### src/hdl/zzs_pkg.sv
`timescale 1ns / 1ps

package zzs_pkg;

   localparam int MAX_SIDE = 8;
   localparam int COORD_W  = 3;
   localparam int ADDR_W   = 2 * COORD_W;
   localparam int CELLS    = MAX_SIDE * MAX_SIDE;
   localparam int BYTE_W   = 8;
   localparam int SIZE_W   = 4;

   typedef logic [COORD_W-1:0] coord_type;
   typedef logic [ADDR_W-1:0]  addr_type;

   typedef enum logic [1:0] {
      ST_LOAD,
      ST_PERMUTE,
      ST_FLUSH,
      ST_EMIT
   } state_type;

   typedef enum logic [1:0] {
      DIR_RIGHT,
      DIR_DOWN,
      DIR_LEFT,
      DIR_UP
   } spiral_dir_type;

   typedef struct packed {
      logic start;
      logic step;
   } walk_ctrl_type;

endpackage

### src/hdl/zzs_ram.sv
`timescale 1ns / 1ps

module zzs_ram #(
   parameter int WIDTH = 8,
   parameter int DEPTH = 64
) (
   input  logic                     clock,
   input  logic                     we,
   input  logic [$clog2(DEPTH)-1:0] waddr,
   input  logic [WIDTH-1:0]         wdata,
   input  logic                     re,
   input  logic [$clog2(DEPTH)-1:0] raddr,
   output logic [WIDTH-1:0]         rdata
);

   logic [WIDTH-1:0] mem_ff [DEPTH];
   logic [WIDTH-1:0] rdata_ff;

   always_ff @(posedge clock) begin
      if (we) begin
         mem_ff[waddr] <= wdata;
      end
      if (re) begin
         rdata_ff <= mem_ff[raddr];
      end
   end

   assign rdata = rdata_ff;

endmodule

### src/hdl/zzs_zigzag_walk.sv
`timescale 1ns / 1ps

module zzs_zigzag_walk (
   input  logic                   clock,
   input  logic                   reset,
   input  zzs_pkg::walk_ctrl_type ctrl,
   input  zzs_pkg::coord_type     last_idx,
   output zzs_pkg::coord_type     row,
   output zzs_pkg::coord_type     col
);

   zzs_pkg::coord_type row_ff, row_in;
   zzs_pkg::coord_type col_ff, col_in;
   logic               up_ff, up_in;

   logic signed [4:0] r_cur, c_cur, r_step, c_step, r_new, c_new, lim;
   logic              up_new;

   always_comb begin
      r_cur  = signed'({2'b00, row_ff});
      c_cur  = signed'({2'b00, col_ff});
      lim    = signed'({2'b00, last_idx});
      r_step = up_ff ? r_cur - 5'sd1 : r_cur + 5'sd1;
      c_step = up_ff ? c_cur + 5'sd1 : c_cur - 5'sd1;
      r_new  = r_step;
      c_new  = c_step;
      up_new = up_ff;
      if (c_step > lim) begin
         c_new  = lim;
         r_new  = r_step + 5'sd2;
         up_new = ~up_ff;
      end else if (r_step > lim) begin
         r_new  = lim;
         c_new  = c_step + 5'sd2;
         up_new = ~up_ff;
      end else if (r_step < 5'sd0) begin
         r_new  = 5'sd0;
         up_new = ~up_ff;
      end else if (c_step < 5'sd0) begin
         c_new  = 5'sd0;
         up_new = ~up_ff;
      end

      row_in = row_ff;
      col_in = col_ff;
      up_in  = up_ff;
      if (ctrl.start) begin
         row_in = '0;
         col_in = '0;
         up_in  = 1'b1;
      end else if (ctrl.step) begin
         row_in = r_new[zzs_pkg::COORD_W-1:0];
         col_in = c_new[zzs_pkg::COORD_W-1:0];
         up_in  = up_new;
      end
   end

   always_ff @(posedge clock) begin
      if (reset) begin
         row_ff <= '0;
         col_ff <= '0;
         up_ff  <= 1'b1;
      end else begin
         row_ff <= row_in;
         col_ff <= col_in;
         up_ff  <= up_in;
      end
   end

   assign row = row_ff;
   assign col = col_ff;

endmodule

### src/hdl/zzs_spiral_walk.sv
`timescale 1ns / 1ps

module zzs_spiral_walk (
   input  logic                   clock,
   input  logic                   reset,
   input  zzs_pkg::walk_ctrl_type ctrl,
   input  zzs_pkg::coord_type     last_idx,
   output zzs_pkg::coord_type     row,
   output zzs_pkg::coord_type     col
);

   zzs_pkg::coord_type      row_ff, row_in;
   zzs_pkg::coord_type      col_ff, col_in;
   zzs_pkg::coord_type      top_ff, top_in;
   zzs_pkg::coord_type      bot_ff, bot_in;
   zzs_pkg::coord_type      lft_ff, lft_in;
   zzs_pkg::coord_type      rgt_ff, rgt_in;
   zzs_pkg::spiral_dir_type dir_ff, dir_in;

   // The four bounds close in on the cells already walked, so a turn happens
   // exactly where the next cell would be outside the block or already visited.
   always_comb begin
      row_in = row_ff;
      col_in = col_ff;
      top_in = top_ff;
      bot_in = bot_ff;
      lft_in = lft_ff;
      rgt_in = rgt_ff;
      dir_in = dir_ff;
      if (ctrl.start) begin
         row_in = '0;
         col_in = '0;
         top_in = '0;
         lft_in = '0;
         bot_in = last_idx;
         rgt_in = last_idx;
         dir_in = zzs_pkg::DIR_RIGHT;
      end else if (ctrl.step) begin
         unique case (dir_ff)
            zzs_pkg::DIR_RIGHT: begin
               if (col_ff < rgt_ff) begin
                  col_in = col_ff + 1'b1;
               end else begin
                  dir_in = zzs_pkg::DIR_DOWN;
                  top_in = top_ff + 1'b1;
                  row_in = row_ff + 1'b1;
               end
            end
            zzs_pkg::DIR_DOWN: begin
               if (row_ff < bot_ff) begin
                  row_in = row_ff + 1'b1;
               end else begin
                  dir_in = zzs_pkg::DIR_LEFT;
                  rgt_in = rgt_ff - 1'b1;
                  col_in = col_ff - 1'b1;
               end
            end
            zzs_pkg::DIR_LEFT: begin
               if (col_ff > lft_ff) begin
                  col_in = col_ff - 1'b1;
               end else begin
                  dir_in = zzs_pkg::DIR_UP;
                  bot_in = bot_ff - 1'b1;
                  row_in = row_ff - 1'b1;
               end
            end
            zzs_pkg::DIR_UP: begin
               if (row_ff > top_ff) begin
                  row_in = row_ff - 1'b1;
               end else begin
                  dir_in = zzs_pkg::DIR_RIGHT;
                  lft_in = lft_ff + 1'b1;
                  col_in = col_ff + 1'b1;
               end
            end
            default: begin
               dir_in = zzs_pkg::DIR_RIGHT;
            end
         endcase
      end
   end

   always_ff @(posedge clock) begin
      if (reset) begin
         row_ff <= '0;
         col_ff <= '0;
         top_ff <= '0;
         bot_ff <= '0;
         lft_ff <= '0;
         rgt_ff <= '0;
         dir_ff <= zzs_pkg::DIR_RIGHT;
      end else begin
         row_ff <= row_in;
         col_ff <= col_in;
         top_ff <= top_in;
         bot_ff <= bot_in;
         lft_ff <= lft_in;
         rgt_ff <= rgt_in;
         dir_ff <= dir_in;
      end
   end

   assign row = row_ff;
   assign col = col_ff;

endmodule

### src/hdl/zigzag_to_spiral_reorder.sv
`timescale 1ns / 1ps

// Reorders a square block of n by n bytes, n set by csr_block_size (0 acts as 1, above 8 acts
// as 8). Bytes enter row-major at one item per cycle while req_ready is high. After the last
// byte of a block, a permute pass steps a zigzag walker and a clockwise spiral walker
// together, one cell per cycle through the single read port of the load buffer, and writes
// each byte to its spiral cell in a second buffer. The block then emits n*n items in
// row-major order at one per cycle while the receiver is ready, with row_end on each row's
// last cell and block_last on the final one. req_ready is low from the end of a load until
// the last item of the emit phase has moved into the output register and the block is back
// in its load state. A write to the size register drops any partly loaded block, and while
// a size write is offered the input is held off.
module zigzag_to_spiral_reorder (
   input  logic       clock,
   input  logic       reset,
   input  logic       req_valid,
   output logic       req_ready,
   input  logic [7:0] req_cell_byte,
   output logic       rsp_valid,
   input  logic       rsp_ready,
   output logic [7:0] rsp_out_byte,
   output logic       rsp_row_end,
   output logic       rsp_block_last,
   input  logic       csr_valid,
   output logic       csr_ready,
   input  logic [3:0] csr_block_size
);

   zzs_pkg::state_type           state_ff, state_in;
   logic [zzs_pkg::SIZE_W-1:0]   block_size_ff, block_size_in;
   zzs_pkg::coord_type           load_row_ff, load_row_in;
   zzs_pkg::coord_type           load_col_ff, load_col_in;
   zzs_pkg::coord_type           em_row_ff, em_row_in;
   zzs_pkg::coord_type           em_col_ff, em_col_in;
   logic                         em_more_ff, em_more_in;
   logic                         wr_pend_ff, wr_pend_in;
   zzs_pkg::addr_type            wr_addr_ff, wr_addr_in;
   logic                         rd_pend_ff, rd_pend_in;
   logic                         rd_row_end_ff, rd_row_end_in;
   logic                         rd_last_ff, rd_last_in;
   logic                         rsp_valid_ff, rsp_valid_in;
   logic [zzs_pkg::BYTE_W-1:0]   rsp_byte_ff, rsp_byte_in;
   logic                         rsp_row_end_ff, rsp_row_end_in;
   logic                         rsp_last_ff, rsp_last_in;

   zzs_pkg::coord_type           last_idx;
   zzs_pkg::coord_type           zig_row, zig_col, sp_row, sp_col;
   zzs_pkg::walk_ctrl_type       walk_ctrl;
   logic                         req_take, csr_take, load_done, perm_done;
   logic                         take, issue;
   logic [zzs_pkg::BYTE_W-1:0]   store_rdata, grid_rdata;

   always_comb begin
      if (block_size_ff == '0) begin
         last_idx = '0;
      end else if (block_size_ff > zzs_pkg::SIZE_W'(zzs_pkg::MAX_SIDE)) begin
         last_idx = zzs_pkg::COORD_W'(zzs_pkg::MAX_SIDE - 1);
      end else begin
         last_idx = zzs_pkg::COORD_W'(block_size_ff - 1'b1);
      end
   end

   assign req_ready = (state_ff == zzs_pkg::ST_LOAD) && !csr_valid;
   assign csr_ready = (state_ff == zzs_pkg::ST_LOAD);
   assign req_take  = req_valid && req_ready;
   assign csr_take  = csr_valid && csr_ready;
   assign load_done = req_take && (load_row_ff == last_idx) && (load_col_ff == last_idx);
   assign perm_done = (zig_row == last_idx) && (zig_col == last_idx);
   assign take      = rd_pend_ff && (!rsp_valid_ff || rsp_ready);
   assign issue     = (state_ff == zzs_pkg::ST_EMIT) && em_more_ff && (!rd_pend_ff || take);

   assign walk_ctrl.start = load_done;
   assign walk_ctrl.step  = (state_ff == zzs_pkg::ST_PERMUTE);

   zzs_zigzag_walk u_zig (
      .clock    (clock),
      .reset    (reset),
      .ctrl     (walk_ctrl),
      .last_idx (last_idx),
      .row      (zig_row),
      .col      (zig_col)
   );

   zzs_spiral_walk u_spiral (
      .clock    (clock),
      .reset    (reset),
      .ctrl     (walk_ctrl),
      .last_idx (last_idx),
      .row      (sp_row),
      .col      (sp_col)
   );

   zzs_ram #(
      .WIDTH (zzs_pkg::BYTE_W),
      .DEPTH (zzs_pkg::CELLS)
   ) u_store (
      .clock (clock),
      .we    (req_take),
      .waddr ({load_row_ff, load_col_ff}),
      .wdata (req_cell_byte),
      .re    (walk_ctrl.step),
      .raddr ({zig_row, zig_col}),
      .rdata (store_rdata)
   );

   zzs_ram #(
      .WIDTH (zzs_pkg::BYTE_W),
      .DEPTH (zzs_pkg::CELLS)
   ) u_grid (
      .clock (clock),
      .we    (wr_pend_ff),
      .waddr (wr_addr_ff),
      .wdata (store_rdata),
      .re    (issue),
      .raddr ({em_row_ff, em_col_ff}),
      .rdata (grid_rdata)
   );

   always_comb begin
      state_in       = state_ff;
      block_size_in  = block_size_ff;
      load_row_in    = load_row_ff;
      load_col_in    = load_col_ff;
      em_row_in      = em_row_ff;
      em_col_in      = em_col_ff;
      em_more_in     = em_more_ff;
      wr_pend_in     = walk_ctrl.step;
      wr_addr_in     = {sp_row, sp_col};
      rd_pend_in     = rd_pend_ff;
      rd_row_end_in  = rd_row_end_ff;
      rd_last_in     = rd_last_ff;
      rsp_valid_in   = rsp_valid_ff;
      rsp_byte_in    = rsp_byte_ff;
      rsp_row_end_in = rsp_row_end_ff;
      rsp_last_in    = rsp_last_ff;

      if (csr_take) begin
         block_size_in = csr_block_size;
         load_row_in   = '0;
         load_col_in   = '0;
      end else if (req_take) begin
         if (load_col_ff == last_idx) begin
            load_col_in = '0;
            load_row_in = (load_row_ff == last_idx) ? '0 : load_row_ff + 1'b1;
         end else begin
            load_col_in = load_col_ff + 1'b1;
         end
      end

      unique case (state_ff)
         zzs_pkg::ST_LOAD: begin
            if (load_done) begin
               state_in = zzs_pkg::ST_PERMUTE;
            end
         end
         zzs_pkg::ST_PERMUTE: begin
            if (perm_done) begin
               state_in = zzs_pkg::ST_FLUSH;
            end
         end
         zzs_pkg::ST_FLUSH: begin
            state_in   = zzs_pkg::ST_EMIT;
            em_row_in  = '0;
            em_col_in  = '0;
            em_more_in = 1'b1;
         end
         zzs_pkg::ST_EMIT: begin
            if (!em_more_ff && !rd_pend_ff) begin
               state_in = zzs_pkg::ST_LOAD;
            end
         end
         default: begin
            state_in = zzs_pkg::ST_LOAD;
         end
      endcase

      if (issue) begin
         rd_row_end_in = (em_col_ff == last_idx);
         rd_last_in    = (em_col_ff == last_idx) && (em_row_ff == last_idx);
         if (em_col_ff == last_idx) begin
            em_col_in = '0;
            if (em_row_ff == last_idx) begin
               em_more_in = 1'b0;
            end else begin
               em_row_in = em_row_ff + 1'b1;
            end
         end else begin
            em_col_in = em_col_ff + 1'b1;
         end
      end

      if (issue) begin
         rd_pend_in = 1'b1;
      end else if (take) begin
         rd_pend_in = 1'b0;
      end

      if (take) begin
         rsp_valid_in   = 1'b1;
         rsp_byte_in    = grid_rdata;
         rsp_row_end_in = rd_row_end_ff;
         rsp_last_in    = rd_last_ff;
      end else if (rsp_ready) begin
         rsp_valid_in = 1'b0;
      end
   end

   always_ff @(posedge clock) begin
      if (reset) begin
         state_ff      <= zzs_pkg::ST_LOAD;
         block_size_ff <= zzs_pkg::SIZE_W'(zzs_pkg::MAX_SIDE);
         load_row_ff   <= '0;
         load_col_ff   <= '0;
         em_more_ff    <= 1'b0;
         wr_pend_ff    <= 1'b0;
         rd_pend_ff    <= 1'b0;
         rsp_valid_ff  <= 1'b0;
      end else begin
         state_ff      <= state_in;
         block_size_ff <= block_size_in;
         load_row_ff   <= load_row_in;
         load_col_ff   <= load_col_in;
         em_more_ff    <= em_more_in;
         wr_pend_ff    <= wr_pend_in;
         rd_pend_ff    <= rd_pend_in;
         rsp_valid_ff  <= rsp_valid_in;
      end
   end

   always_ff @(posedge clock) begin
      em_row_ff      <= em_row_in;
      em_col_ff      <= em_col_in;
      wr_addr_ff     <= wr_addr_in;
      rd_row_end_ff  <= rd_row_end_in;
      rd_last_ff     <= rd_last_in;
      rsp_byte_ff    <= rsp_byte_in;
      rsp_row_end_ff <= rsp_row_end_in;
      rsp_last_ff    <= rsp_last_in;
   end

   assign rsp_valid      = rsp_valid_ff;
   assign rsp_out_byte   = rsp_byte_ff;
   assign rsp_row_end    = rsp_row_end_ff;
   assign rsp_block_last = rsp_last_ff;

   assert property (@(posedge clock) disable iff (reset)
      rsp_valid && rsp_block_last |-> rsp_row_end)
      else $error("Final item of a block is not marked as a row end.");

   assert property (@(posedge clock) disable iff (reset)
      rd_pend_ff && !take |=> rd_pend_ff && $stable(grid_rdata))
      else $error("Pending read data was lost before it reached the output register.");

   assert property (@(posedge clock) disable iff (reset)
      csr_take |=> load_row_ff == '0 && load_col_ff == '0)
      else $error("Size write did not drop the partly loaded block.");

   assert property (@(posedge clock) disable iff (reset)
      state_ff == zzs_pkg::ST_PERMUTE && perm_done |=> wr_pend_ff && !req_ready)
      else $error("Last permute write was not completed before the emit phase.");

endmodule

### config.mk
export PLATFORM = sky130hd
export DESIGN_NAME = zigzag_to_spiral_reorder
export DESIGN_NICKNAME = d
export VERILOG_FILES = /design/src/hdl/zzs_pkg.sv /design/src/hdl/zzs_ram.sv /design/src/hdl/zzs_zigzag_walk.sv /design/src/hdl/zzs_spiral_walk.sv /design/src/hdl/zigzag_to_spiral_reorder.sv
export SDC_FILE = /design/constraint.sdc
export NUM_CORES = 1
export LEC_CHECK = 0
export BUFFER_PORTS_ARGS = -buffer_cell sky130_fd_sc_hd__buf_2
export CORE_MARGIN = 10
export CORE_UTILIZATION = 60
export CTS_CLUSTER_DIAMETER = 30
export CTS_CLUSTER_SIZE = 8
export DETAILED_ROUTE_END_ITERATION = 10
export PLACE_DENSITY = 0.76
export SLEW_MARGIN = 15
export SYNTH_ARGS = -nofsm -noshare
export SYNTH_HDL_FRONTEND = slang
export SYNTH_SLANG_ARGS = --single-unit
export TNS_END_PERCENT = 50
### constraint.sdc
create_clock -name clock -period 3.8 [get_ports clock]
set_input_delay 0.57 -clock clock [delete_from_list [all_inputs] [get_ports clock]]
set_output_delay 0.57 -clock clock [all_outputs]
set_load 0.005 [all_outputs]
==> summary.md <==
| Metric | Value |
|---|---|
| DRC | 0 |
| Startpoint types | register |
| Power per Cell Area | slightly below 600 nW/um^2 |
| DRT iter0 DRCs | 2,630 |
| DRT Wirelength | approximately 110,000 um |
| Top delay family on crit path | compound AO/OA/AOI/OAI gates |
| Fin. Hold Viols | 0 |
| CTS sink cnt | about 1.1k |
| Hold/Removal Path Class | in2reg |
| Post-route cell area | 51,300 um^2 |
| Layout cells sized above 1 | between 20% and 30% |
| Initial antenna violation count | 3 |
| Overall Global Routing Usage | between 20% and 30% |
| DIE HEIGHT | ~290 um |
| Top FF cell, synth | edfxtp_1 |
| Post-CTS setup buffer count | 0 |
| I/O Buffers | 29 |
| I/O pin count | 30 |
| Top cells by area, synth | edfxtp_1 (72%), mux4_2 (17%), dfxtp_1 (2.4%) |
| Largest area contributor in the netlist | edfxtp_1 |
| Worst Path Arrival | 3.87 ns |
| Max Cap Viol | 0 |
| Gr ovfl total | 0 |
| Outcome | complete, no violations |
| Final setup fails | 0 |
| Worst EP required | ~4.4 ns |
| Final Util | 70.6% |
| # H-tree levels | 4 |
| Post-CTS Hold Buffers | 0 |
| Resized cells post-CTS | 0 |
| Initial Utilization | between 60% and 70% |
| Delay of the slowest critical-path stage | ~0.49 ns |
| Vias | between 20k and 25k |
| Sequential-to-total area share from yosys stat | between 70 and 80% |
| Detailed Place HPWL | 57,000 um |
| Placed cell area | 45,600 um^2 |
| Period utilization | 86.5% |
| Setup TNS | 0 ns |
| Skew final | 0.0564 ns |
| Syn-to-layout area delta | 16.9% |
| Clk slew on worst S/H paths | ~0.050 ns |
| Slowest CP cell | dfxtp_1 |
| Post-Place Worst Slack | between 0.6 and 0.7 ns |
| Fin crit period | about 3.3 ns |
| Post-Synthesis Mean Instance Area | between 20 and 25 um^2 |
| Peak Freq | about 0.30 GHz |
| Max-slew violations | 0 |
| Most frequent cells in the layout | edfxtp_1 (1,055), mux4_2 (331), clkbuf_16 (188) |
| Critical path type | reg2reg |
| CTS tree | done |
| GP Congestion | 0.833 |
| Post-DR vias/cell | roughly 6.7 |
| Synth top area share | 72.1% |
| Synth async-reset ratio | 0% |
| Largest net degree at the start of global routing | 74 |
| Cell area after synthesis | 43,900 um^2 |
| Distinct cells, synth | between 60 and 70 |
| Final net count | ~2.3k |
| DIE WIDTH | 291 um |
| Most common cell after layout, fill and taps aside | edfxtp_1 |
| Final worst setup slack | 0.512 ns |
| Core Footprint | ~73,000 um^2 |
| CP Cell Sequence | inv_1 -> ha_1 -> nand2b_1 -> nand2_1 -> inv_1 -> ha_1 -> o211ai_1 -> a211o_1 -> o41ai_2 -> xor2_1 -> nand2_1 |
| Placed insts | 3,049 |
| Critical Path End Type | register |
| Synthesized net count | roughly 2.1k |
| # rows | 99 |
| WL per Instance | 31.8 um |
| Global-route wire length before repair | between 150,000 and 200,000 um |
| Number of flops mapped to enable cells by yosys | 1,055 |
| Final Total Pwr | just over 30 mW |
| Clock Latency Late Sink | around 0.76 ns |
| Fin Hold WS | roughly 0.11 ns |
| Final-layout fill cell count | 4,025 |
| Worst Path Buf+Inv | 2 |
| Post-Syn Instances | around 2.1k |
| Max_slew headroom | roughly 22% |
| CTS root buf | clkbuf_16 |
| Static Leakage | 16.6 nW |
| Full die area | roughly 84,000 um^2 |
| Yosys reg bits | between 1k and 1.5k |
| Post-route insts no fill | between 3k and 4k |
| DRT Pass-1 Iters | 5 |
| Maximum VDD drop | ~620 uV |
| Warnings from Yosys | 0 |
| RSZ-0062 raised after global routing | false |
| Worst Path Max Fanout | 10 |
| Clock buffer count from CTS | around 180 |
| Vias in the first global route | between 20k and 25k |
| Worst Tran Pin Value | roughly 1.2 ns |
| Post-route ant nets | 0 |
| Longest Clk Path Bufs | 3 |
[state kept, by name, indices dropped and copies added, names as in the netlist, 4 cells and up]
register / flops
block_size_ff: 4
rsp_out_byte: 8
u_grid.mem_ff: 512
u_grid.rdata: 8
u_store.mem_ff: 512
u_store.rdata: 8
wr_addr_ff: 6
[layout make-up]
class                           instances  area, um^2  area share (%)
Sequential cell                      1107       32700            63.7
Multi-Input combinational cell        829       10600            20.6
Clock buffer                          226        4880            9.50
Tap cell                              959        1200            2.34
Timing Repair Buffer                  123        1050            2.04
Clock inverter                         70         779            1.52
Inverter                               32         120           0.234
Antenna cell                            2        5.00         0.00975
[worst reg2reg max path, delay by kind of cell (launching register included)]
| kind | cells | cell delay, ns |
|---|---|---|
| adder cells (fa/ha/maj) | 2 | 0.67 |
| AND/OR/NAND/NOR | 3 | 0.54 |
| buffers and inverters | 2 | 0.27 |
| AO/OA/AOI/OAI | 3 | 0.97 |
| flip-flops | 1 | 0.49 |
| XOR/XNOR | 1 | 0.20 |
[cells in the mapped netlist, types with 21 or more instances]
cell type and n:
nand3_1 26, edfxtp_1 1055, a21oi_1 25, buf_2 28, clkbuf_1 60, mux4_2 331, mux2i_1 21, nor2_1 168
nand2_1 30, inv_1 30, dfxtp_1 52, xnor2_1 21, ha_1 36
[layer usage]
metal / part of all wire, % / track usage (%) / vias to the layer above
met2: 50 / 41.3 / 1426
met5: 0 / 0 / -
met1: 36 / 32.2 / 11700
li1: - / - / 9013
met3: 9.5 / 6.16 / 274
met4: 4.3 / 11.2 / 0
[worst paths after layout]
kind / from / to / slack (ns) / depth (start not counted)
max: block_size_ff[0] / u_zig.up_ff / 0.51 / 11
min: csr_block_size[1] / block_size_ff[1] / 0.11 / 3
max reg2reg: block_size_ff[0] / u_zig.up_ff / 0.51 / 11
min reg2reg: u_spiral.row[0] / wr_addr_ff[3] / 0.40 / 0
[power by group]
group | switching (mW) | leakage, nW | internal (mW)
Combinational | 0.933 | 3.94 | 0.681
Clock | 5.53 | 2.74 | 9.72
Sequential | 0.106 | 9.90 | 13.5
Total | 6.57 | 16.6 | 23.9
[kinds of logic (layout without fill, tap and decap cells)]
kind of cell,after synthesis,after routing,share of synthesized area [%]
compound gates,87,87,1.38
simple gates,314,314,3.36
flops,1107,1107,74.5
fa+ha+maj,41,41,1.19
other cells,0,2,0
mux,355,355,17.5
xor+xnor,32,32,0.638
buf+inv,142,451,1.39
Power figures use the tool's default switching activity.
